**src/hw/rtl/tlb_pkg.sv**
```systemverilog
package tlb_pkg;

    // Bar geometry
    localparam int NUM_PIXELS = 16;
    localparam int PIX_W      = (NUM_PIXELS > 1) ? $clog2(NUM_PIXELS) : 1;
    localparam int CNT_W      = 5;

    // Field widths
    localparam int PERIOD_W = 16;
    localparam int LIGHT_W  = 10;
    localparam int CHAN_W   = 8;
    localparam int PROD_W   = LIGHT_W + CHAN_W;

    // Divider: quotient below NUM_PIXELS needs PIX_W steps
    localparam int DIV_W  = PERIOD_W + PIX_W;
    localparam int STEP_W = (PIX_W > 1) ? $clog2(PIX_W) : 1;
    localparam int SAT_W  = PERIOD_W + $clog2(NUM_PIXELS + 1);

    // Full-scale light reading
    localparam logic [LIGHT_W:0] LIGHT_FULL = (LIGHT_W + 1)'(1023);

    // Configuration port
    localparam int CFG_IDX_W  = 1;
    localparam int CFG_DATA_W = 16;
    localparam logic [CFG_IDX_W-1:0] REG_RATE_NUM  = 1'b0;
    localparam logic [CFG_IDX_W-1:0] REG_LIGHT_THR = 1'b1;
    localparam logic [PERIOD_W-1:0]  RATE_NUM_RESET  = 16'd9375;
    localparam logic [LIGHT_W-1:0]   LIGHT_THR_RESET = 10'd102;

    // Job queue between front and back
    localparam int JOB_DEPTH = 2;
    localparam int JQ_PTR_W  = (JOB_DEPTH > 1) ? $clog2(JOB_DEPTH) : 1;
    localparam int JQ_CNT_W  = $clog2(JOB_DEPTH + 1);

    typedef struct packed {
        logic [PERIOD_W-1:0] period;
        logic [LIGHT_W-1:0]  light;
    } sample_t;

    typedef struct packed {
        logic [CHAN_W-1:0] green;
        logic [CHAN_W-1:0] red;
        logic [CHAN_W-1:0] blue;
        logic              last_pixel;
    } pixel_t;

    typedef struct packed {
        logic [CHAN_W-1:0] red;
        logic [CHAN_W-1:0] green;
        logic [CHAN_W-1:0] blue;
    } color_t;

    typedef struct packed {
        logic [CNT_W-1:0] count;
        color_t           color;
    } job_t;

    // Full-brightness colors: green at low speed, red at high speed
    function automatic color_t color_rom(input logic [3:0] idx);
        color_t c;
        unique case (idx)
            4'd0:    c = '{red: 8'd0,   green: 8'd255, blue: 8'd0};
            4'd1:    c = '{red: 8'd10,  green: 8'd245, blue: 8'd0};
            4'd2:    c = '{red: 8'd20,  green: 8'd235, blue: 8'd0};
            4'd3:    c = '{red: 8'd30,  green: 8'd225, blue: 8'd0};
            4'd4:    c = '{red: 8'd50,  green: 8'd205, blue: 8'd0};
            4'd5:    c = '{red: 8'd60,  green: 8'd195, blue: 8'd0};
            4'd6:    c = '{red: 8'd100, green: 8'd155, blue: 8'd0};
            4'd7:    c = '{red: 8'd160, green: 8'd95,  blue: 8'd0};
            4'd8:    c = '{red: 8'd190, green: 8'd65,  blue: 8'd0};
            4'd9:    c = '{red: 8'd210, green: 8'd45,  blue: 8'd0};
            4'd10:   c = '{red: 8'd225, green: 8'd30,  blue: 8'd0};
            4'd11:   c = '{red: 8'd235, green: 8'd20,  blue: 8'd0};
            4'd12:   c = '{red: 8'd245, green: 8'd10,  blue: 8'd0};
            default: c = '{red: 8'd255, green: 8'd0,   blue: 8'd0};
        endcase
        return c;
    endfunction

    // floor(x / 1023) for x <= 1023 * 255: x = q0*1024 + lo = q0*1023 + (lo + q0),
    // and lo + q0 stays below 2*1023, so one compare fixes it up.
    function automatic logic [CHAN_W-1:0] div_full(input logic [PROD_W-1:0] x);
        logic [CHAN_W-1:0] q0;
        logic [LIGHT_W:0]  r;
        q0 = x[PROD_W-1:LIGHT_W];
        r  = {1'b0, x[LIGHT_W-1:0]} + (LIGHT_W + 1)'(q0);
        return (r >= LIGHT_FULL) ? q0 + CHAN_W'(1) : q0;
    endfunction

endpackage

```
**src/hw/rtl/tachometer_led_bar_driver.sv**
```systemverilog
// Tachometer LED bar driver. Each sample pushed in carries a rotation period in
// timer ticks and a light reading; the bar length is rate_numerator / period
// (0 for a stopped rotor, capped at 16). When that length differs from the one
// last drawn, or the light moved by more than light_threshold, the block emits
// a full redraw of 16 pixels (GRB, first pixel first, last_pixel marking the
// end); otherwise the sample produces nothing. Lit pixels share one color from
// a green-to-red table, scaled by light / 1023; unlit pixels are black.
// Timing: the front end is busy (full high) while it works on a sample; on a
// stopped or saturated rotor it skips the one-bit-per-cycle quotient loop. A
// redraw holds it in a further state to hand the job over, longer while the job
// queue is full.
// A two-entry job queue sits between the front end and the pixel streamer,
// which first loads a job and then sends one pixel per cycle while pop keeps
// up; it loads the next job only after the last pixel of the current one.
// Configuration writes (index 0: rate_numerator, index 1: light_threshold)
// must only be made while no item is in flight.
module tachometer_led_bar_driver (
    input  logic                          clk,
    input  logic                          rst_n,
    // configuration
    input  logic                          cfg_we,
    input  logic [tlb_pkg::CFG_IDX_W-1:0]  cfg_index,
    input  logic [tlb_pkg::CFG_DATA_W-1:0] cfg_data,
    // sample queue side
    input  logic                          push,
    input  tlb_pkg::sample_t              sample,
    output logic                          full,
    // pixel queue side
    output logic                          empty,
    output tlb_pkg::pixel_t               pixel,
    input  logic                          pop
);

    // front end -> job queue
    logic          q_push;
    logic          q_full;
    tlb_pkg::job_t q_wr_job;

    // job queue -> pixel streamer
    logic          q_pop;
    logic          q_empty;
    tlb_pkg::job_t q_rd_job;

    // Front end: config registers, divider, redraw decision, color scaling
    tlb_front u_front (
        .clk       (clk),
        .rst_n     (rst_n),
        .cfg_we    (cfg_we),
        .cfg_index (cfg_index),
        .cfg_data  (cfg_data),
        .push      (push),
        .sample    (sample),
        .full      (full),
        .job_push  (q_push),
        .job       (q_wr_job),
        .job_full  (q_full)
    );

    // Short queue of redraw jobs so either side can stall alone
    tlb_job_fifo u_job_fifo (
        .clk     (clk),
        .rst_n   (rst_n),
        .wr_en   (q_push),
        .wr_job  (q_wr_job),
        .q_full  (q_full),
        .rd_en   (q_pop),
        .rd_job  (q_rd_job),
        .q_empty (q_empty)
    );

    // Back end: expands one job into the pixel stream
    tlb_back u_back (
        .clk       (clk),
        .rst_n     (rst_n),
        .job_empty (q_empty),
        .job       (q_rd_job),
        .job_pop   (q_pop),
        .empty     (empty),
        .pixel     (pixel),
        .pop       (pop)
    );

    // No job is written into a full queue
    a_no_overflow: assert property (@(posedge clk) disable iff (!rst_n)
        q_push |-> !q_full)
        else $error("job queue overflow");

    // No job is taken from an empty queue
    a_no_underflow: assert property (@(posedge clk) disable iff (!rst_n)
        q_pop |-> !q_empty)
        else $error("job queue underflow");

    // Every color in the table has no blue, so no pixel may carry any
    a_blue_zero: assert property (@(posedge clk) disable iff (!rst_n)
        !empty |-> (pixel.blue == '0))
        else $error("pixel with nonzero blue");

    // The front end works on one sample at a time
    a_busy_after_accept: assert property (@(posedge clk) disable iff (!rst_n)
        (push && !full) |=> full)
        else $error("front end not busy after accepting an item");

endmodule

```
**src/hw/rtl/tlb_front.sv**
```systemverilog
module tlb_front (
    input  logic                          clk,
    input  logic                          rst_n,
    input  logic                          cfg_we,
    input  logic [tlb_pkg::CFG_IDX_W-1:0]  cfg_index,
    input  logic [tlb_pkg::CFG_DATA_W-1:0] cfg_data,
    input  logic                          push,
    input  tlb_pkg::sample_t              sample,
    output logic                          full,
    output logic                          job_push,
    output tlb_pkg::job_t                 job,
    input  logic                          job_full
);

    typedef enum logic [3:0] {
        F_IDLE = 4'b0001,
        F_DIV  = 4'b0010,
        F_MUL  = 4'b0100,
        F_PUSH = 4'b1000
    } front_state_t;

    front_state_t state_reg, state_next;

    logic [tlb_pkg::PERIOD_W-1:0] rate_num_reg;
    logic [tlb_pkg::LIGHT_W-1:0]  light_thr_reg;
    logic [tlb_pkg::CNT_W-1:0]    shown_count_reg, shown_count_next;
    logic [tlb_pkg::LIGHT_W-1:0]  shown_light_reg, shown_light_next;
    logic [tlb_pkg::STEP_W-1:0]   step_reg, step_next;

    logic [tlb_pkg::PERIOD_W-1:0] rem_reg, rem_next;
    logic [tlb_pkg::DIV_W-1:0]    div_reg, div_next;
    logic [tlb_pkg::CNT_W-1:0]    count_reg, count_next;
    logic [tlb_pkg::LIGHT_W-1:0]  light_reg, light_next;
    logic [tlb_pkg::PROD_W-1:0]   prod_g_reg, prod_g_next;
    logic [tlb_pkg::PROD_W-1:0]   prod_r_reg, prod_r_next;
    logic [tlb_pkg::PROD_W-1:0]   prod_b_reg, prod_b_next;

    logic [tlb_pkg::SAT_W-1:0]    sat_limit;
    logic                         sat;
    logic                         bit_fits;
    logic [tlb_pkg::LIGHT_W-1:0]  light_diff;
    logic                         refresh;
    logic [tlb_pkg::CNT_W-1:0]    rom_idx;
    tlb_pkg::color_t              rom_color;

    assign full = (state_reg != F_IDLE);

    // count saturates once numerator >= NUM_PIXELS * period
    assign sat_limit = tlb_pkg::SAT_W'(sample.period) * tlb_pkg::SAT_W'(tlb_pkg::NUM_PIXELS);
    assign sat       = (tlb_pkg::SAT_W'(rate_num_reg) >= sat_limit);
    assign bit_fits  = (tlb_pkg::DIV_W'(rem_reg) >= div_reg);

    assign light_diff = (light_reg >= shown_light_reg) ? light_reg - shown_light_reg
                                                       : shown_light_reg - light_reg;
    assign refresh    = (count_reg != shown_count_reg) || (light_diff > light_thr_reg);
    assign rom_idx    = count_reg - tlb_pkg::CNT_W'(1);
    assign rom_color  = tlb_pkg::color_rom(rom_idx[3:0]);

    always_comb
    begin
        state_next       = state_reg;
        shown_count_next = shown_count_reg;
        shown_light_next = shown_light_reg;
        step_next        = step_reg;
        rem_next         = rem_reg;
        div_next         = div_reg;
        count_next       = count_reg;
        light_next       = light_reg;
        prod_g_next      = prod_g_reg;
        prod_r_next      = prod_r_reg;
        prod_b_next      = prod_b_reg;
        job_push         = 1'b0;
        job.count        = count_reg;
        job.color.red    = tlb_pkg::div_full(prod_r_reg);
        job.color.green  = tlb_pkg::div_full(prod_g_reg);
        job.color.blue   = tlb_pkg::div_full(prod_b_reg);

        unique case (state_reg)
            F_IDLE:
            begin
                if (push)
                begin
                    light_next = sample.light;
                    rem_next   = rate_num_reg;
                    div_next   = tlb_pkg::DIV_W'(sample.period) << (tlb_pkg::PIX_W - 1);
                    step_next  = tlb_pkg::STEP_W'(tlb_pkg::PIX_W - 1);
                    count_next = '0;
                    if (sample.period == '0)
                    begin
                        state_next = F_MUL;
                    end
                    else if (sat)
                    begin
                        count_next = tlb_pkg::CNT_W'(tlb_pkg::NUM_PIXELS);
                        state_next = F_MUL;
                    end
                    else
                    begin
                        state_next = F_DIV;
                    end
                end
            end
            F_DIV:
            begin
                // restoring division, one quotient bit a cycle
                if (bit_fits)
                begin
                    rem_next = rem_reg - div_reg[tlb_pkg::PERIOD_W-1:0];
                end
                count_next = {count_reg[tlb_pkg::CNT_W-2:0], bit_fits};
                div_next   = div_reg >> 1;
                step_next  = step_reg - tlb_pkg::STEP_W'(1);
                if (step_reg == '0)
                begin
                    state_next = F_MUL;
                end
            end
            F_MUL:
            begin
                prod_r_next = tlb_pkg::PROD_W'(light_reg) * tlb_pkg::PROD_W'(rom_color.red);
                prod_g_next = tlb_pkg::PROD_W'(light_reg) * tlb_pkg::PROD_W'(rom_color.green);
                prod_b_next = tlb_pkg::PROD_W'(light_reg) * tlb_pkg::PROD_W'(rom_color.blue);
                if (refresh)
                begin
                    shown_count_next = count_reg;
                    shown_light_next = light_reg;
                    state_next       = F_PUSH;
                end
                else
                begin
                    state_next = F_IDLE;
                end
            end
            F_PUSH:
            begin
                if (!job_full)
                begin
                    job_push   = 1'b1;
                    state_next = F_IDLE;
                end
            end
            default:
            begin
                state_next = F_IDLE;
            end
        endcase
    end

    always_ff @(posedge clk or negedge rst_n)
    begin
        if (!rst_n)
        begin
            state_reg       <= F_IDLE;
            rate_num_reg    <= tlb_pkg::RATE_NUM_RESET;
            light_thr_reg   <= tlb_pkg::LIGHT_THR_RESET;
            shown_count_reg <= '0;
            shown_light_reg <= '0;
            step_reg        <= '0;
        end
        else
        begin
            state_reg       <= state_next;
            shown_count_reg <= shown_count_next;
            shown_light_reg <= shown_light_next;
            step_reg        <= step_next;
            if (cfg_we)
            begin
                unique case (cfg_index)
                    tlb_pkg::REG_RATE_NUM:  rate_num_reg  <= cfg_data;
                    tlb_pkg::REG_LIGHT_THR: light_thr_reg <= cfg_data[tlb_pkg::LIGHT_W-1:0];
                    default: ;
                endcase
            end
        end
    end

    always_ff @(posedge clk)
    begin
        rem_reg    <= rem_next;
        div_reg    <= div_next;
        count_reg  <= count_next;
        light_reg  <= light_next;
        prod_g_reg <= prod_g_next;
        prod_r_reg <= prod_r_next;
        prod_b_reg <= prod_b_next;
    end

endmodule

```
**src/hw/rtl/tlb_job_fifo.sv**
```systemverilog
module tlb_job_fifo (
    input  logic          clk,
    input  logic          rst_n,
    input  logic          wr_en,
    input  tlb_pkg::job_t wr_job,
    output logic          q_full,
    input  logic          rd_en,
    output tlb_pkg::job_t rd_job,
    output logic          q_empty
);

    tlb_pkg::job_t                 mem [tlb_pkg::JOB_DEPTH];
    logic [tlb_pkg::JQ_PTR_W-1:0]  wr_ptr_reg, rd_ptr_reg;
    logic [tlb_pkg::JQ_CNT_W-1:0]  fill_reg;

    assign q_full  = (fill_reg == tlb_pkg::JQ_CNT_W'(tlb_pkg::JOB_DEPTH));
    assign q_empty = (fill_reg == '0);
    assign rd_job  = mem[rd_ptr_reg];

    function automatic logic [tlb_pkg::JQ_PTR_W-1:0] ptr_inc(
        input logic [tlb_pkg::JQ_PTR_W-1:0] p);
        return (p == tlb_pkg::JQ_PTR_W'(tlb_pkg::JOB_DEPTH - 1)) ? '0
                                                                 : p + tlb_pkg::JQ_PTR_W'(1);
    endfunction

    always_ff @(posedge clk)
    begin
        if (wr_en)
        begin
            mem[wr_ptr_reg] <= wr_job;
        end
    end

    always_ff @(posedge clk or negedge rst_n)
    begin
        if (!rst_n)
        begin
            wr_ptr_reg <= '0;
            rd_ptr_reg <= '0;
            fill_reg   <= '0;
        end
        else
        begin
            if (wr_en)
            begin
                wr_ptr_reg <= ptr_inc(wr_ptr_reg);
            end
            if (rd_en)
            begin
                rd_ptr_reg <= ptr_inc(rd_ptr_reg);
            end
            if (wr_en && !rd_en)
            begin
                fill_reg <= fill_reg + tlb_pkg::JQ_CNT_W'(1);
            end
            else if (rd_en && !wr_en)
            begin
                fill_reg <= fill_reg - tlb_pkg::JQ_CNT_W'(1);
            end
        end
    end

endmodule

```
**src/hw/rtl/tlb_back.sv**
```systemverilog
module tlb_back (
    input  logic            clk,
    input  logic            rst_n,
    input  logic            job_empty,
    input  tlb_pkg::job_t   job,
    output logic            job_pop,
    output logic            empty,
    output tlb_pkg::pixel_t pixel,
    input  logic            pop
);

    logic                      active_reg, active_next;
    logic [tlb_pkg::PIX_W-1:0] pix_reg, pix_next;
    logic                      out_valid_reg, out_valid_next;
    tlb_pkg::job_t             cur_reg, cur_next;
    tlb_pkg::pixel_t           out_reg, out_next;

    logic                      slot_free;
    logic                      lit;
    logic                      at_last;

    assign slot_free = !out_valid_reg || pop;
    assign job_pop   = !active_reg && !job_empty;
    assign lit       = (tlb_pkg::CNT_W'(pix_reg) < cur_reg.count);
    assign at_last   = (pix_reg == tlb_pkg::PIX_W'(tlb_pkg::NUM_PIXELS - 1));

    assign empty = !out_valid_reg;
    assign pixel = out_reg;

    always_comb
    begin
        active_next    = active_reg;
        pix_next       = pix_reg;
        out_valid_next = out_valid_reg;
        cur_next       = cur_reg;
        out_next       = out_reg;

        if (pop)
        begin
            out_valid_next = 1'b0;
        end

        if (job_pop)
        begin
            active_next = 1'b1;
            pix_next    = '0;
            cur_next    = job;
        end
        else if (active_reg && slot_free)
        begin
            out_valid_next      = 1'b1;
            out_next.green      = lit ? cur_reg.color.green : '0;
            out_next.red        = lit ? cur_reg.color.red   : '0;
            out_next.blue       = lit ? cur_reg.color.blue  : '0;
            out_next.last_pixel = at_last;
            if (at_last)
            begin
                active_next = 1'b0;
                pix_next    = '0;
            end
            else
            begin
                pix_next = pix_reg + tlb_pkg::PIX_W'(1);
            end
        end
    end

    always_ff @(posedge clk or negedge rst_n)
    begin
        if (!rst_n)
        begin
            active_reg    <= 1'b0;
            pix_reg       <= '0;
            out_valid_reg <= 1'b0;
        end
        else
        begin
            active_reg    <= active_next;
            pix_reg       <= pix_next;
            out_valid_reg <= out_valid_next;
        end
    end

    always_ff @(posedge clk)
    begin
        cur_reg <= cur_next;
        out_reg <= out_next;
    end

endmodule
```
**config.mk**
```make
export PLATFORM = sky130hd
export DESIGN_NAME = tachometer_led_bar_driver
export DESIGN_NICKNAME = d
export VERILOG_FILES = /design/src/hw/rtl/tlb_pkg.sv /design/src/hw/rtl/tachometer_led_bar_driver.sv /design/src/hw/rtl/tlb_front.sv /design/src/hw/rtl/tlb_job_fifo.sv /design/src/hw/rtl/tlb_back.sv
export SDC_FILE = /design/constraint.sdc
export NUM_CORES = 1
export LEC_CHECK = 0
export BUFFER_PORTS_ARGS = -buffer_cell sky130_fd_sc_hd__buf_2
export CELL_PAD_IN_SITES_DETAIL_PLACEMENT = 1
export CELL_PAD_IN_SITES_GLOBAL_PLACEMENT = 1
export CORE_AREA = 4 4 251 204
export DETAILED_ROUTE_END_ITERATION = 12
export DIE_AREA = 0 0 255 208
export PLACE_DENSITY = 0.66
export SLEW_MARGIN = 15
export SYNTH_ARGS = -nofsm -noshare
export SYNTH_HDL_FRONTEND = slang
export SYNTH_SLANG_ARGS = --single-unit
export TNS_END_PERCENT = 10
```
**constraint.sdc**
```tcl
create_clock -name clk -period 10.5 [get_ports clk]
set_input_delay 0.525 -clock clk [delete_from_list [all_inputs] [get_ports clk]]
set_output_delay 0.525 -clock clk [all_outputs]
set_load 0.005 [all_outputs]
```
==> flow_metrics.env <==
export IMPL_critPathTopFamily="adder cells"
export IMPL_finClkSkew_ns=0.0107
export IMPL_cts_tree="yes"
export IMPL_ant_nets=0
export IMPL_start_kind="flip-flop"
export IMPL_vias=11489
export IMPL_postLayoutCoreUtil_pct=38.3
export IMPL_ys_ff_latch=223
export IMPL_grt_use_met2_pct=24.3
export IMPL_synth_cells=1576
export IMPL_avgSynthCellArea_um2=10.7
export IMPL_layout_commonest_cell="inv_1"
export IMPL_yosys_area_top_type="edfxtp_1"
export IMPL_first_pass_iters=4
export IMPL_grt_total_usage_pct=15.4
export IMPL_clk_pin_slew_worst_paths_ns=0.06
export IMPL_postCtsSetupRepairBufs=0
export IMPL_wl_per_cell_um=17.7
export IMPL_drive_gt1_share_pct=12.9
export IMPL_pin_count=75
export IMPL_cts_root_buf="clkbuf_16"
export IMPL_tightest_slew_ns=1.16
export IMPL_use_met3_pct=2.34
export IMPL_synthArstFlopShare_pct=25.6
export IMPL_endpoint_kind="flip-flop"
export IMPL_drt_wl_total_um=40700
export IMPL_rsz0062_at_grt="no"
export IMPL_slowest_delay_ns=0.73
export IMPL_critical_path_buf_inv_count=4
export IMPL_use_met1_pct=22.7
export IMPL_ys_seq_area_share_pct=38.2
export IMPL_timing_max_cap_violations=0
export IMPL_grt_remaining_overflow=0
export IMPL_area_sequential_mm2=0.00643
export IMPL_start_util_pct=34.3
export IMPL_largest_register_ffs=42
export IMPL_cts_sinks=223
export IMPL_finalSetupViolations=0
export IMPL_route_detailed_drc=0
export IMPL_grt_antenna_before_repair=1
export IMPL_rows=73
export IMPL_dp_cells=2246
export IMPL_worst_setup_path_type="flip-flop to flip-flop"
export IMPL_cts_path_max_buffers=3
export IMPL_period_share_pct=72.4
export IMPL_multiInputGateArea_mm2=0.00939
export IMPL_slew_headroom_pct=22.7
export IMPL_vias_per_cell=5.00
export IMPL_hold_buffers=0
export IMPL_timing_setup_tns_ns=0
export IMPL_die_area_mm2=0.0530
export IMPL_arrival_ns=7.92
export IMPL_worstPathCellList="inv_1 -> ha_1 -> xor2_1 -> inv_1 -> ha_1 -> mux2i_1 -> nor2_1 -> fa_1 -> fa_1 -> fa_1 -> inv_1 -> fa_1 -> inv_1 -> ha_1 -> a21o_1 -> a21oi_1 -> nor2b_1 -> a31oi_1 -> a31oi_1 -> or4_1 -> and3_1"
export IMPL_drt_iter0_drc=587
export IMPL_die_height_um=208
export IMPL_grt_max_degree=58
export IMPL_required_ns=10.82
export IMPL_synth_area_top_cells="edfxtp_1, ha_1, fa_1"
export IMPL_grt_pass1_wl_um=66400
export IMPL_final_cell_mix="inv_1, ha_1, edfxtp_1"
export IMPL_grt_pass1_vias=12345
export IMPL_diodes=0
export IMPL_hp_class="input pin to asynchronous set/reset pin"
export IMPL_fillers=5453
export IMPL_layout_min_cycle_time_ns=7.60
export IMPL_synth_cell_types=78
export IMPL_syn_area_mm2=0.0168
export IMPL_cts_buffers_inserted=28
export IMPL_worstPathMaxFanout=11
export IMPL_cts_resized=0
export IMPL_final_cells=2298
export IMPL_htree_levels=1
export IMPL_gp_congestion=0.843
export IMPL_synthFlopType="edfxtp_1"
export IMPL_area_growth_pct=11.5
export IMPL_core_mm2=0.0490
export IMPL_post_dp_hpwl_um=30400
export IMPL_top_usage_layer="met2"
export IMPL_fmax_ghz=0.132
export IMPL_slew_violations=0
export IMPL_reg2reg_setup_slack_ns=2.90
export IMPL_insertion_delay_ns=0.57
export IMPL_die_w_um=255
export IMPL_synth_top_cell_area_share_pct=29.7
export IMPL_synth_edf_count=166
export IMPL_hold_viol_final=0
export IMPL_nets=1954
export IMPL_portBuffers=66
export IMPL_status="finished, final reports clean"
export IMPL_crit_slowest_cell="mux2i_1"
export IMPL_yosysWarnings=0
metal layers:
layer | share of wire, % | routed length [µm]
met4 | 1.4 | 579
met3 | 3.9 | 1590
met1 | 50 | 20200
met2 | 45 | 18300
met5 | 0 | 0
through the flow:
step | area (µm²) | setup slack (ns) | hold WS, ns
2_1_floorplan | 16800 | 4.30 | 0.229
3_3_place_gp | 17800 | 3.20 | 0.457
3_5_place_dp | 17800 | 2.94 | 0.494
4_1_cts | 18700 | 2.90 | 0.0849
5_1_grt | 18700 | 2.37 | 0.0971
6_report | 18700 | 2.90 | 0.116
synthesized netlist by cell type, types with 3 or more instances:
cell         n
o22ai_1      3
nor2_1     102
dfrtp_1     44
clkinv_1     7
nor2b_1     33
buf_4        9
edfxtp_1   166
o31ai_1      7
dfstp_2     13
and2_1      74
ha_1       166
nand4_1     15
nand3_1     25
inv_1      207
nor4b_1      3
a21o_1      30
nand2_1    100
o211ai_1     3
a21oi_1     56
mux2_2      55
buf_2        7
xnor2_1     54
or4_1        3
nor4_1      12
buf_1        3
a211oi_1     4
a31oi_1      8
mux2i_1      7
xor2_1      26
nand2b_1    19
or2_2        5
o21bai_1     3
o21a_1       7
a21boi_0     3
o21ai_0     63
a2111oi_0    3
o2111ai_1    9
clkbuf_1    30
o221ai_1     3
and3_1      17
o21ai_1      6
nor3_1      19
fa_1       101
cells by family after synthesis:
family | after synthesis | synth area share (%)
xor gates and xnor gates | 81 | 4.27
other | 1 | 0.0223
DFF | 223 | 38.2
adders and majority gates | 267 | 24.4
and+or+nand+nor | 442 | 13.6
muxes | 63 | 4.17
AOI/OAI and AO/OA | 234 | 9.10
buffers and inverters | 265 | 6.26
area by class of cell:
cell class | instances | area share [%]
clock buffer | 40 | 4.35
clock inverter | 12 | 0.534
inverter | 214 | 4.28
tap | 637 | 4.25
multi-input combinational | 1095 | 50.1
timing repair buffer | 77 | 2.20
sequential | 223 | 34.3
path summary, 6_finish.rpt:
| path | from | to | cells after the start |
|---|---|---|---|
| worst min-delay path | rst_n | u_back.pix_reg[2] | 2 |
| worst max-delay path | u_front.count_reg[1] | u_front.prod_g_reg[17] | 21 |
| max in group asynchronous | rst_n | u_front.shown_light_reg[9] | 2 |
| worst max register to register | u_front.count_reg[1] | u_front.prod_g_reg[17] | 21 |
| min in group clk | sample[1] | u_front.light_reg[1] | 1 |
| worst min register to register | u_job_fifo.fill_reg[1] | u_job_fifo.fill_reg[1] | 1 |
Power is not shown: default switching activity piles up to over one toggle a cycle in this logic, so the estimate is an artifact.
